## src/rtl/core/maf_pkg.sv

```systemverilog
// Package: shared widths, register indexes and command types of the moving average filter.
package maf_pkg;

  localparam int MAX_WINDOW = 256;
  localparam int PRICE_W    = 32;
  localparam int FRAC_W     = 16;
  localparam int MODE_W     = 2;
  localparam int WLEN_W     = 9;
  localparam int WLEN_RESET = 20;

  localparam int PERIOD_W = $clog2(MAX_WINDOW + 1);
  localparam int PTR_W    = (MAX_WINDOW > 1) ? $clog2(MAX_WINDOW) : 1;
  localparam int PROD_W   = PRICE_W + PERIOD_W;
  localparam int PSUM_W   = PRICE_W + PTR_W;
  localparam int WDIV_W   = 2 * PERIOD_W - 2;
  localparam int WSUM_W   = PRICE_W + WDIV_W;
  localparam int EMA_W    = PRICE_W + FRAC_W;
  localparam int DIV_W    = (EMA_W + 1 > WSUM_W) ? EMA_W + 1 : WSUM_W;
  localparam int DVSR_W   = (WDIV_W > PERIOD_W + 1) ? WDIV_W : PERIOD_W + 1;

  localparam int CFG_IDX_W  = 2;
  localparam int CFG_DATA_W = WLEN_W;

  localparam logic [CFG_IDX_W-1:0] REG_MA_MODE = CFG_IDX_W'(0);
  localparam logic [CFG_IDX_W-1:0] REG_WINDOW  = CFG_IDX_W'(1);

  localparam logic [MODE_W-1:0] MODE_SMA = MODE_W'(0);
  localparam logic [MODE_W-1:0] MODE_EMA = MODE_W'(1);
  localparam logic [MODE_W-1:0] MODE_WMA = MODE_W'(2);

  typedef enum logic [1:0] {
    KIND_SMA,
    KIND_EMA,
    KIND_WMA
  } kind_e;

  typedef struct packed {
    logic [PRICE_W-1:0]  price;
    logic                clear;
    kind_e               kind;
    logic [PERIOD_W-1:0] period;
  } cmd_t;

  typedef struct packed {
    logic              start;
    logic [DIV_W-1:0]  dividend;
    logic [DVSR_W-1:0] divisor;
  } div_req_t;

  typedef struct packed {
    logic             busy;
    logic             done;
    logic [DIV_W-1:0] quotient;
  } div_stat_t;

endpackage

```

## src/rtl/core/maf_div.sv

```systemverilog
// Restoring divider: one quotient bit per cycle.
module maf_div
  import maf_pkg::*;
(
  input  logic      clk_i,
  input  logic      rst_ni,
  input  div_req_t  req_i,
  output div_stat_t stat_o
);

  localparam int CNT_W = $clog2(DIV_W);

  logic [DVSR_W-1:0] rem_q;
  logic [DIV_W-1:0]  quo_q;
  logic [DVSR_W-1:0] dvsr_q;
  logic [CNT_W-1:0]  cnt_q;
  logic              busy_q;
  logic              done_q;
  logic [DVSR_W:0]   trial;
  logic              fits;

  assign trial = {rem_q, quo_q[DIV_W-1]};
  assign fits  = trial >= {1'b0, dvsr_q};

  assign stat_o.busy     = busy_q;
  assign stat_o.done     = done_q;
  assign stat_o.quotient = quo_q;

  always_ff @(posedge clk_i) begin
    if (req_i.start && !busy_q) begin
      rem_q  <= '0;
      quo_q  <= req_i.dividend;
      dvsr_q <= req_i.divisor;
    end else if (busy_q) begin
      rem_q  <= fits ? DVSR_W'(trial - {1'b0, dvsr_q}) : trial[DVSR_W-1:0];
      quo_q  <= {quo_q[DIV_W-2:0], fits};
    end
  end

  always_ff @(posedge clk_i or negedge rst_ni) begin
    if (!rst_ni) begin
      cnt_q  <= '0;
      busy_q <= 1'b0;
      done_q <= 1'b0;
    end else begin
      done_q <= 1'b0;
      if (req_i.start && !busy_q) begin
        cnt_q  <= CNT_W'(DIV_W - 1);
        busy_q <= 1'b1;
      end else if (busy_q) begin
        if (cnt_q == '0) begin
          busy_q <= 1'b0;
          done_q <= 1'b1;
        end else begin
          cnt_q <= cnt_q - CNT_W'(1);
        end
      end
    end
  end

endmodule

```

## config.mk

```make
export PLATFORM = sky130hd
export DESIGN_NAME = maf_div
export DESIGN_NICKNAME = d
export VERILOG_FILES = /design/src/rtl/core/maf_pkg.sv /design/src/rtl/core/maf_div.sv
export SDC_FILE = /design/constraint.sdc
export NUM_CORES = 1
export LEC_CHECK = 0
export ABC_AREA = 1
export BUFFER_PORTS_ARGS = -buffer_cell sky130_fd_sc_hd__buf_2
export CORE_ASPECT_RATIO = 2
export CORE_MARGIN = 3
export CORE_UTILIZATION = 45
export DETAILED_ROUTE_END_ITERATION = 10
export PLACE_DENSITY_LB_ADDON = 0.1
export SYNTH_ARGS = -nofsm -noshare
export SYNTH_HDL_FRONTEND = slang
export SYNTH_SLANG_ARGS = --single-unit
```

## constraint.sdc

```tcl
create_clock -name clk_i -period 2.2 [get_ports clk_i]
set_clock_uncertainty 0.05 [all_clocks]
set_input_delay 0.11 -clock clk_i [delete_from_list [all_inputs] [get_ports clk_i]]
set_output_delay 0.11 -clock clk_i [all_outputs]
set_load 0.005 [all_outputs]
```

Word-level counts from Yosys, hierarchy flattened --
Cells that the tools add are included.
Cells by class: add/sub/neg operators 2, multipliers 0, divide/modulo/power cells 0, magnitude comparators 1, equality and inequality tests 1, shifts and indexed selects 0, muxes and demuxes 12, bitwise logic cells 0, reductions and logical operators 5
Operator list (number):
- $mux W49 | 2
- $mux W6 | 3
- $ge A17 B16 Y1 | 1
- $mux W16 | 1
- $sub A16 B16 Y16 | 1
- $logic_not A6 Y1 | 1
- $mux W1 | 6
- $sub A6 B1 Y6 const B | 1
- $ne A2 B2 Y1 const B | 1
- $reduce_and A2 Y1 | 1
- $reduce_bool A2 Y1 | 1
- $logic_and A1 B1 Y1 | 1
- $logic_not A1 Y1 | 1
Storage, ports and cells: bits in registers 89, bits in latches 0, RAM bits 0, bits in read-only memories 0, bits of input ports 68, output and inout bits 51, memories 0

Depth between registers and ports, before layout --
Gate-level depths: netlist of run 1.
word-level depth 4, mapped depth 15, mapped depth without buffers 14

Worst setup path after synthesis of run 1 --
Ideal clock, no wire load.
kind register to register, from register busy_q, to register quo_q[0] (enable), arrival 1.848 ns, setup slack -0.101 ns, cell stages (with the launch flop) 5, path buffers 2, clock period less this slack 2.301 ns, path through dfrtp_1 -> buf_2 -> nor2_1 -> clkbuf_1 -> inv_1
Between the ends: word-level cells in the longest chain between the ends 3
RTL lines:
- start: declaration | RTL line maf_div.sv:17 | logic busy_q;
- start signal: assignment | RTL line maf_div.sv:43 | busy_q <= 1'b0;
- start signal: assignment | RTL line maf_div.sv:49 | busy_q <= 1'b1;
- start signal: assignment | RTL line maf_div.sv:52 | busy_q <= 1'b0;
- $logic_not A1 Y1 | RTL line maf_div.sv:30 | if (req_i.start && !busy_q) begin
- $logic_and A1 B1 Y1 | RTL line maf_div.sv:30
- $reduce_bool A2 Y1 (no source line) *
- end signal: assignment | RTL line maf_div.sv:32 | quo_q <= req_i.dividend;
- end signal: assignment | RTL line maf_div.sv:36 | quo_q <= {quo_q[DIV_W-2:0], fits};
- end: declaration | RTL line maf_div.sv:14 | logic [DIV_W-1:0] quo_q;
Every way passes the cells marked *; elsewhere a longest branch is shown, timed or not. A chain may end at the register's enable or synchronous reset.

Final worst setup path of run 1 --
from register dvsr_q[14], to register quo_q[0] (data pin)
Between the ends: word-level cells in the longest chain between the ends 3
RTL lines:
- start: declaration | RTL line maf_div.sv:15 | logic [DVSR_W-1:0] dvsr_q;
- start signal: assignment | RTL line maf_div.sv:33 | dvsr_q <= req_i.divisor;
- $ge A17 B16 Y1 | RTL line maf_div.sv:23 | assign fits = trial >= {1'b0, dvsr_q};
- $mux W49 | RTL line maf_div.sv:34 | end else if (busy_q) begin
- $mux W49 | RTL line maf_div.sv:30
No other way between the ends. The select of a mux whose other input is x is not followed.

==> reports/metrics.yaml, run 1 <==
status:
  run_status: "completed"
global_routing:
  grt_usage_pct: 22.79
  grtUsageMet1_pct: 24.34
  grtUsageMet3_pct: 4.717
  globalRouteOverflowTotal: 0
  grtUsageMet2_pct: 41.76
  first_pass_grt_wire_length_um: 21800
  grt.busiest_layer: "met2"
  vias_in_the_first_global_route: 4763
  number_of_antenna_violations_at_the_first_check_in_global_routing: 0
  grt_start_max_net_pins: 68
power_and_ir_drop:
  power_per_cell_area_nw_per_um2: 1414
  power.share.switching_pct: 41.20
  share_comb_of_total_power_pct: 48.2
  internal-power_uw: 5471
  clock_power_share_pct: 16.9
  vdd.ir_drop.worst_uv: 718.5
  power_leakage_uw: 0.003432
  p_sw_uw: 3833
  share_seq_of_total_power_pct: 34.9
critical_path:
  critical_path_class: "reg2reg"
  cp-end-kind: "register"
  critPathArrivalTime_ns: 2.08
  timing.critical_path.fanout_max: 9
  worstPathRequired_ns: 2.23
  start_kind: "register"
  ff2ff_setup_slack_ns: 0.15
sta:
  finalHoldViolCount: 0
  setup_slack_ns: 0.1549
  slew_headroom_pct: 57.67
  fmax_ghz: 0.4890
  layout_worst_path_cycle_share_pct: 92.96
  grt_setup_unrepaired: "no"
  slew_violations: 0
  timing_worst_slew_pin_value_ns: 0.6350
  timing.final.setup_violations: 0
  setup_total_negative_slack_ns: 0
  period_needed_ns: 2.045
clock_tree:
  worstSkewPairLatency_ns: 0.34
  cts-root-buf: "clkbuf_16"
  tritoncts: "done"
  numCtsBuffers: 9
  h-tree-depth: 3
  cts.sink_count: 89
  clk_transition_reported_paths_ns: 0.07
  max-clock-path-buffers: 2
worst_hold_path:
  timing.hold.worst.class: "in2reg"
synthesis:
  synthCells: 605
  yosysWarnings: 0
  postSynthAreaPerCell_sq_um: 8.072
  netlist-cell-type-count: 34
  synth-main-ff-cell: "edfxtp_1"
  synth_nets: 691
  synth-edff-count: 65
  netlist_area_sq_um: 4883
  yosys_register_bits: 89
  fraction_of_synthesis_flops_using_an_asynchronous_set_or_reset_pin_pct: 8.989
  synth.yosys.seq_area_share_pct: 50.63
route:
  route.detailed.vias_per_inst: 4.844
  ant_nets: 0
  dr_total_vias: 4505
  wirelength_um: 13130
  drt_iter0_markers: 203
  drc_errors_left: 0
  detail_route.first_pass.iterations: 4
  post_drt_wl_per_cell_um: 14.11
placed_design:
  dpl_hpwl_um: 8966
  routabilityCongestion: 0.8962
  pre_cts_ws_ns: 0.1123
  dpl-instance-area_sq_um: 5645
  port_buffers: 118
final_layout:
  final.fill_count: 906
  area_growth_pct: 34.77
  final_cell_mix: "nand2_1, buf_2, inv_1, edfxtp_1, dlygate4sd3_1"
  fin_nets: 874
  n_antenna_cell: 0
  post-route-util_pct: 62.42
  final_cell_area_sq_um: 6581
  mostFrequentLayoutCell: "nand2_1"
  drive_above_1_share_pct: 22.70
  seq_area_sq_um: 2472
  multi_input_comb_area_sq_um: 2013
die:
  ioPinCount: 119
  die_h_um: 153.3
  fp-row-count: 53
  initial_core_util_pct: 46.32
  die-width_um: 79.66
  die_area_sq_um: 12210
  core_area_sq_um: 10540
run:
  max_cap_viol_count: 0
[per-stage QoR]
step / std cells / hold WS [ns] / power [uW]
4_1_cts: 930 / 0.003451 / 9314
5_1_grt: 930 / 0.02065 / 10150
3_5_place_dp: 852 / -0.08658 / 7631
6_report: 930 / 0.003730 / 9305
2_1_floorplan: 605 / -0.2356 / 6228
3_3_place_gp: 852 / -0.08878 / 7520
[metal layers]
metal / up-vias / wire length [um]
li1: 2265 / -
met1: 2086 / 4765
met2: 132 / 7351
met3: 22 / 611
met4: 0 / 398
met5: - / 0
[worst max-delay path: stages (launching register included)]
cell      delay (ns)
edfxtp_1        0.32
inv_1           0.04
ha_1            0.34
a21oi_1         0.27
o21a_1          0.17
nand2_2         0.07
nor2_4          0.21
buf_4           0.22
a31oi_1         0.09
[state kept, by name (all words and copies together), names as in the netlist]
| signal | cells |
|---|---|
| busy_q | 1 |
| dvsr_q | 16 |
| quo_q | 49 |
| rem_q | 16 |
| done_q | 1 |
| cnt_q | 6 |
[path summary, 6_finish.rpt]
path,depth (start not counted),to,startpoint
min in group asynchronous,2,busy_q,rst_ni
setup reg to reg,8,quo_q[0],dvsr_q[14]
hold reg to reg,2,rem_q[6],rem_q[6]
setup / recovery,8,quo_q[0],dvsr_q[14]
max in group asynchronous,2,cnt_q[3],rst_ni
hold / removal,3,quo_q[40],req_i[56]
[kinds of logic (layout without fill, tap and decap cells)]
family                     after synthesis  in the layout  share of synthesized area, %
AOI/OAI and AO/OA                       22             22                         2.460
DFF                                     89             89                         50.63
adders and majority gates               18             18                         4.765
and+or+nand+nor                        365            365                         32.18
buffers and inverters                  104            292                         8.711
xor gates and xnor gates                 7              7                         1.255
[synthesized netlist by cell type, types with 3 or more instances]
cell      count  area share [%]
a21oi_1      12             1.2
buf_2         3            0.31
buf_4         4            0.61
clkbuf_1     11            0.85
dfrtp_1       8             4.1
dfxtp_1      16             6.6
edfxtp_1     65              40
ha_1         17             4.4
inv_1        80             6.1
inv_2         5            0.38
nand2_1     273              21
nand2_2      15             1.9
nand3_1      41             4.2
nand3_2       3            0.61
nand3b_1      3            0.46
nand4_1       5            0.64
nor2_1       12            0.92
nor2_2        3            0.38
nor3_1        3            0.31
o21ai_0       5            0.51
xnor2_1       5            0.90
[power groups by stage]
stage          Clock, uW  Sequential, uW  Combinational (uW)
2_1_floorplan          0            3230                3000
3_3_place_gp           0            3240                4280
3_5_place_dp           0            3240                4390
4_1_cts             1600            3240                4470
5_1_grt             1680            3350                5110
6_report            1570            3250                4490
[timing repair]
action / CTS / global route
hold buffers: 62 / 0
setup buffers: 0 / 0
gates resized for setup: 0 / 4
endpoints found under the hold margin: 69 / 0
endpoints found under the setup margin: 0 / 5
[layout make-up]
type | instances | area share, %
Sequential cell | 89 | 37.57
Multi-Input combinational cell | 412 | 30.59
Timing Repair Buffer | 191 | 19.85
Inverter | 85 | 4.905
Clock buffer | 10 | 3.479
Tap cell | 137 | 2.605
Clock inverter | 6 | 1.008
Power figures use the tool's default switching activity.
==> inputs of run 2 (changes only) <==
--- a/config.mk
+++ b/config.mk
@@ -6,7 +6,7 @@
 export NUM_CORES = 1
 export LEC_CHECK = 0
 export ABC_AREA = 1
-export BUFFER_PORTS_ARGS = -buffer_cell sky130_fd_sc_hd__buf_2
+export BUFFER_PORTS_ARGS = -buffer_cell sky130_fd_sc_hd__buf_4
 export CORE_ASPECT_RATIO = 2
 export CORE_MARGIN = 3
 export CORE_UTILIZATION = 45
==> run 2 against run 1 <==
Net effect: final area rose by 4.8%; global-route usage rose by 0.11 points; die area did not move; sequential share of layout area fell by 1.7 points; first-iteration DRC count rose by 0.99%; worst setup slack improved by 0.042 ns; flip-flop and latch count did not move; power rose by 3.5%; core utilization rose by 3.0 points; fmax rose by 2.1%; critical path depth rose by 3.
==> reports/metrics.yaml, run 2 (synthesis gave the netlist of run 1 again) <==
critical_path:
  critPathArrivalTime_ns: 2.19  # +0.11 ns
  crit_start: "dvsr_q[3]"
  cp-end-kind: "register"
  timing.critical_path.fanout_max: 16  # +7
  timing.rr.start: "dvsr_q[3]"
  worstPathRequired_ns: 2.38  # +0.15 ns
  critical_path_class: "reg2reg"
  start_kind: "register"
sta:
  timing.final.setup_violations: 0  # unchanged
  timing_worst_slew_pin_value_ns: 0.6465  # +0.01151 ns
  period_needed_ns: 2.003  # -0.04180 ns
  finalHoldViolCount: 0  # unchanged
  slew_violations: 0  # unchanged
  layout_worst_path_cycle_share_pct: 91.06  # -1.9 points
  setup_total_negative_slack_ns: 0  # unchanged
  fmax_ghz: 0.4992  # +2.1%
  hold-worst-slack_ns: 0.006863  # +0.003133 ns
  grt_setup_unrepaired: "no"
  slew_headroom_pct: 56.90  # -0.77 points
status:
  run_status: "completed"
global_routing:
  grt.busiest_layer: "met2"
  grtUsageMet2_pct: 41.80  # about the same
  grtUsageMet3_pct: 4.776  # +0.059 points
  vias_in_the_first_global_route: 4718  # -0.94%
  number_of_antenna_violations_at_the_first_check_in_global_routing: 0  # unchanged
  grt_usage_pct: 22.90  # +0.11 points
  globalRouteOverflowTotal: 0  # unchanged
  first_pass_grt_wire_length_um: 21960  # +0.76%
  grtUsageMet1_pct: 23.73  # -0.61 points
  grt_start_max_net_pins: 50  # -26%
final_layout:
  fin_nets: 876  # +0.23%
  area_growth_pct: 41.22
  number_of_flip_flops_under_the_largest_register_name: 49  # unchanged
  n_antenna_cell: 0  # unchanged
  final_cell_mix: "nand2_1, buf_4, inv_1, edfxtp_1, dlygate4sd3_1"
  max_flop_register: "quo_q"
  leading_registers_by_flop_count: "quo_q (49), dvsr_q (16), rem_q (16)"
  final.fill_count: 873  # -3.6%
  finish.cell_count_without_fillers: 932  # +0.22%
  drive_above_1_share_pct: 23.02  # +0.32 points
  mostFrequentLayoutCell: "nand2_1"
route:
  wirelength_um: 13260  # +1.0%
  detail_route.first_pass.iterations: 4  # unchanged
  dr_total_vias: 4546  # +0.91%
  drc_errors_left: 0  # unchanged
  ant_nets: 0  # unchanged
  route.detailed.vias_per_inst: 4.878  # +0.69%
  drt_iter0_markers: 205  # +0.99%
  post_drt_wl_per_cell_um: 14.23  # +0.82%
clock_tree:
  cts-root-buf: "clkbuf_16"
  clk_transition_reported_paths_ns: 0.07  # about the same
  h-tree-depth: 3  # unchanged
  cts.sink_count: 89  # unchanged
  worstSkewPairLatency_ns: 0.34  # about the same
  numCtsBuffers: 9  # unchanged
  max-clock-path-buffers: 2  # unchanged
  tritoncts: "done"
placed_design:
  port_buffers: 118  # unchanged
  routabilityCongestion: 0.9197  # +2.6%
  place_inst: 853  # +0.12%
  dpl_hpwl_um: 9141  # +2.0%
die:
  ioPinCount: 119  # unchanged
  fp-row-count: 53  # unchanged
  initial_core_util_pct: 46.32  # unchanged
  die_h_um: 153.3  # unchanged
  die_area_sq_um: 12210  # unchanged
  core_area_sq_um: 10540  # unchanged
  die-width_um: 79.66  # unchanged
power_and_ir_drop:
  power.share.switching_pct: 40.35  # -0.84 points
  share_seq_of_total_power_pct: 33.9  # -1.0 points
  internal-power_uw: 5747  # +5.0%
  power_per_cell_area_nw_per_um2: 1397  # -1.2%
  finalPower_uw: 9635  # +3.5%
  vdd.ir_drop.worst_uv: 699.6  # -2.6%
  p_sw_uw: 3888  # +1.4%
  share_comb_of_total_power_pct: 49.6  # +1.4 points
  power_leakage_uw: 0.003548  # +3.4%
  clock_power_share_pct: 16.5  # -0.4 points
worst_hold_path:
  hold_start: "req_i[20]"
  timing.hold.worst.class: "in2reg"
run:
  max_cap_viol_count: 0  # unchanged
==> run 2: changes by cell type in the layout (fill, tap and decap cells not counted), sizes merged <==
| cell | previous run | this run |
|---|---|---|
| dlygate4sd3 | 62 | 63 |
| buf | 129 | 130 |
| clkinv | 1 | 2 |
| clkinvlp | 3 | 2 |
==> run 2: worst paths after layout <==
kind	end	slack, ns	cells past startpoint
max	rem_q[7]	0.20	11
min	quo_q[4]	0.007	3
max reg2reg	rem_q[7]	0.20	11
min reg2reg	rem_q[2]	0.42	2
max in group asynchronous	cnt_q[2]	1.89	2
min in group asynchronous	cnt_q[4]	0.07	2
==> run 2: metrics by stage <==
step | area (sq um) | worst slack (ns) | utilization [%]
floorplan | 4891 | 0.01896 | -
global placement | 5948 | 0.1422 | 56.41
detailed placement | 5948 | 0.1102 | 56.41
CTS | 6883 | 0.1014 | 65.28
global route | 6897 | 0.02372 | 65.41
finish | 6897 | 0.1967 | 65.41
==> run 2: what timing repair did <==
item / 4_1_cts / 5_1_grt
hold endpoints to repair: 70 / 0
gates resized for setup: 0 / 4
endpoints found under the setup margin: 0 / 5
hold buffers: 63 / 0
setup buffers: 0 / 0
==> run 2: final cells by class <==
| class | count | area, sq um | share of cell area [%] |
|---|---|---|---|
| Sequential cell | 89 | 2472 | 35.85 |
| Multi-Input combinational cell | 412 | 2007 | 29.10 |
| Timing Repair Buffer | 193 | 1619 | 23.48 |
| Inverter | 85 | 322.8 | 4.681 |
| Clock buffer | 10 | 229.0 | 3.320 |
| Tap cell | 137 | 171.4 | 2.485 |
| Clock inverter | 6 | 75.07 | 1.089 |
==> run 2: power by group through the flow <==
| stage | clock network, uW | registers (uW) | logic, uW |
|---|---|---|---|
| floorplan | 0 | 3230 | 3000 |
| global placement | 0 | 3260 | 4540 |
| detailed placement | 0 | 3260 | 4680 |
| CTS | 1620 | 3260 | 4760 |
| global route | 1680 | 3370 | 5390 |
| finish | 1590 | 3270 | 4780 |
==> run 2: routing by layer <==
metal	share of wire, %	wire [um]
met2	56	7362
met3	5.9	782
met5	0	0
met4	3.3	444
met1	35	4672
==> run 2: critical path, stage by stage, from the launching register on <==
cell      delay (ns)
edfxtp_1        0.32
inv_1           0.04
ha_1            0.38
nand2_2         0.10
nor2_2          0.16
nand3_1         0.14
nand3_2         0.13
nand2_4         0.09
nand2_4         0.26
nand2_2         0.07
nand3_1         0.09
nand2_1         0.05
==> inputs of run 3 (changes only) <==
--- a/config.mk
+++ b/config.mk
@@ -11,7 +11,7 @@
 export CORE_MARGIN = 3
 export CORE_UTILIZATION = 45
 export DETAILED_ROUTE_END_ITERATION = 10
-export PLACE_DENSITY_LB_ADDON = 0.1
+export PLACE_DENSITY = 0.72
 export SYNTH_ARGS = -nofsm -noshare
 export SYNTH_HDL_FRONTEND = slang
 export SYNTH_SLANG_ARGS = --single-unit
==> run 3 against run 2 <==
Net effect: via count is 1.1% lower; worst setup slack worse by 0.069 ns; register-to-register slack worse by 0.07 ns; clock power is 13% lower; worst hold slack worse by 0.0056 ns; power is 2.1% lower.
==> reports/metrics.yaml, run 3 (synthesis gave the netlist of run 1 again) <==
sta:
  finalHoldViolCount: 0  # unchanged
  period_needed_ns: 2.072  # +0.06909 ns
  grt_setup_unrepaired: "no"
  timing.final.setup_violations: 0  # unchanged
  hold-worst-slack_ns: 0.001214  # -0.005649 ns
  slew_violations: 0  # unchanged
  slew_headroom_pct: 51.21  # -5.7 points
  setup_total_negative_slack_ns: 0  # unchanged
  fmax_ghz: 0.4825  # -3.3%
  timing_worst_slew_pin_value_ns: 0.7318  # +0.08534 ns
  layout_worst_path_cycle_share_pct: 94.20  # +3.1 points
power_and_ir_drop:
  power.share.switching_pct: 40.62  # +0.27 points
  power_per_cell_area_nw_per_um2: 1407  # +0.70%
  clock_power_share_pct: 14.6  # -1.9 points
  finalPower_uw: 9436  # -2.1%
  share_seq_of_total_power_pct: 34.7  # +0.8 points
  vdd.ir_drop.worst_uv: 914.6  # +31%
  power_leakage_uw: 0.003455  # -2.6%
  internal-power_uw: 5603  # -2.5%
  p_sw_uw: 3833  # -1.4%
  share_comb_of_total_power_pct: 50.7  # +1.1 points
worst_hold_path:
  timing.hold.worst.class: "in2reg"
  holdPathStages: 3  # unchanged
critical_path:
  worstPathRequired_ns: 2.23  # -0.15 ns
  rr_worst_depth: 8  # -3
  start_kind: "register"
  crit_start: "dvsr_q[14]"
  critical_path_class: "reg2reg"
  ff2ff_setup_slack_ns: 0.13  # -0.07 ns
  timing.rr.start: "dvsr_q[14]"
  reg2reg_to: "quo_q[0]"
  timing.critical_path.to: "quo_q[0]"
  timing.critical_path.fanout_max: 10  # -6
  cp-end-kind: "register"
  critPathArrivalTime_ns: 2.10  # -0.09 ns
global_routing:
  number_of_antenna_violations_at_the_first_check_in_global_routing: 0  # unchanged
  first_pass_grt_wire_length_um: 21820  # -0.66%
  grt_start_max_net_pins: 68  # +36%
  globalRouteOverflowTotal: 0  # unchanged
  grt_usage_pct: 22.73  # -0.17 points
  vias_in_the_first_global_route: 4721  # +0.064%
clock_tree:
  tritoncts: "done"
  cts.sink_count: 89  # unchanged
  clk_transition_reported_paths_ns: 0.06  # about the same
  cts.repair_timing.setup_buffer_count: 0  # unchanged
  worstSkewPairLatency_ns: 0.34  # about the same
  h-tree-depth: 3  # unchanged
  cts-root-buf: "clkbuf_16"
  max-clock-path-buffers: 2  # unchanged
  numCtsBuffers: 9  # unchanged
final_layout:
  area_growth_pct: 37.36
  mostFrequentLayoutCell: "nand2_1"
  final_cell_mix: "nand2_1, buf_4, inv_1, edfxtp_1, dlygate4sd3_1"
  leading_registers_by_flop_count: "quo_q (49), dvsr_q (16), rem_q (16)"
  finish.cell_count_without_fillers: 918  # -1.5%
  multi_input_comb_area_sq_um: 2011  # +0.19%
  max_flop_register: "quo_q"
  number_of_flip_flops_under_the_largest_register_name: 49  # unchanged
  final.fill_count: 877  # +0.46%
  n_antenna_cell: 0  # unchanged
  fin_nets: 862  # -1.6%
  seq_area_sq_um: 2472  # unchanged
  drive_above_1_share_pct: 22.28  # -0.74 points
  final_cell_area_sq_um: 6708  # -2.7%
route:
  post_drt_wl_per_cell_um: 14.45  # +1.5%
  detail_route.first_pass.iterations: 5  # +1
  drt_iter0_markers: 240  # +17%
  drc_errors_left: 0  # unchanged
  dr_wl_met3_um: 765  # -2.2%
  wirelength_um: 13260  # about the same
  dr_total_vias: 4496  # -1.1%
  ant_nets: 0  # unchanged
  route.detailed.vias_per_inst: 4.898  # +0.41%
  wire_length_on_met2_um: 7506  # +2.0%
  drt-met1-wl_um: 4577  # -2.0%
  dr.max_layer_used: "met4"
die:
  die_area_sq_um: 12210  # unchanged
  fp-row-count: 53  # unchanged
  core_area_sq_um: 10540  # unchanged
  die-width_um: 79.66  # unchanged
  ioPinCount: 119  # unchanged
  initial_core_util_pct: 46.32  # unchanged
  die_h_um: 153.3  # unchanged
placed_design:
  routabilityCongestion: 0.9095  # -1.1%
  dpl-instance-area_sq_um: 5921  # -0.46%
  port_buffers: 118  # unchanged
  dpl_hpwl_um: 9275  # +1.5%
  place_inst: 851  # -0.23%
run:
  max_cap_viol_count: 0  # unchanged
status:
  run_status: "completed"
run 3: changes by cell type in the layout (fill, tap and decap cells not counted), moves of 2 or more:
cell / before / now
nand2_4: 2 / 0
clkbuf_1: 1 / 3
nand2_8: 0 / 2
dlygate4sd3_1: 63 / 51
clkinv_2: 0 / 2
run 3: cell type report:
| cell class | instances | area share, % |
|---|---|---|
| clock buffers | 12 | 3.525 |
| clock inverters | 4 | 0.3358 |
| inverters | 85 | 4.813 |
| multi-input cells | 412 | 29.98 |
| flip-flops and latches | 89 | 36.86 |
| well taps | 137 | 2.555 |
| repair buffers | 179 | 21.94 |
run 3: what timing repair did:
| action | in CTS | in global routing |
|---|---|---|
| gates resized for setup | 0 | 2 |
| hold endpoints to repair | 58 | 0 |
| endpoints found under the setup margin | 0 | 9 |
| hold buffers | 51 | 0 |
run 3: per-layer routing:
layer / vias to the layer above / track usage [%]
met2: 156 / 43.48
li1: 2244 / -
met1: 2064 / 22.42
met5: - / 0
met4: 0 / 9.754
met3: 32 / 4.953
run 3: worst max-delay path, cell delays in order, from the launching register on:
cell and delay [ns]:
edfxtp_1 0.37, inv_1 0.08, ha_1 0.29, a21oi_1 0.30, o21a_1 0.17, nand2_2 0.07
nor2_4 0.18, buf_4 0.22, a31oi_1 0.09
run 3: worst min-delay path by stage:
stage	endpoint	from	slack [ns]
3_3_place_gp	busy_q	rst_ni	-0.11
6_report	quo_q[38]	req_i[54]	0.001
5_1_grt	quo_q[38]	req_i[54]	0.009
4_1_cts	quo_q[38]	req_i[54]	0.002
2_1_floorplan	busy_q	rst_ni	-0.24
3_5_place_dp	busy_q	rst_ni	-0.11
run 3: power by group through the flow:
stage	combinational (uW)	sequential, uW	clock [uW]
floorplan	3000	3230	0
global placement	4530	3280	0
detailed placement	4670	3280	0
CTS	4760	3280	1400
global route	5390	3360	1460
finish	4780	3280	1380
run 3: through the flow:
step / setup slack [ns] / utilization [%]
final: 0.1276 / 63.62
after global routing: 0.01023 / 63.62
after CTS: 0.1413 / 63.45
after detailed placement: 0.1366 / 56.15
after global placement: 0.1480 / 56.15
after floorplan: 0.01896 / -
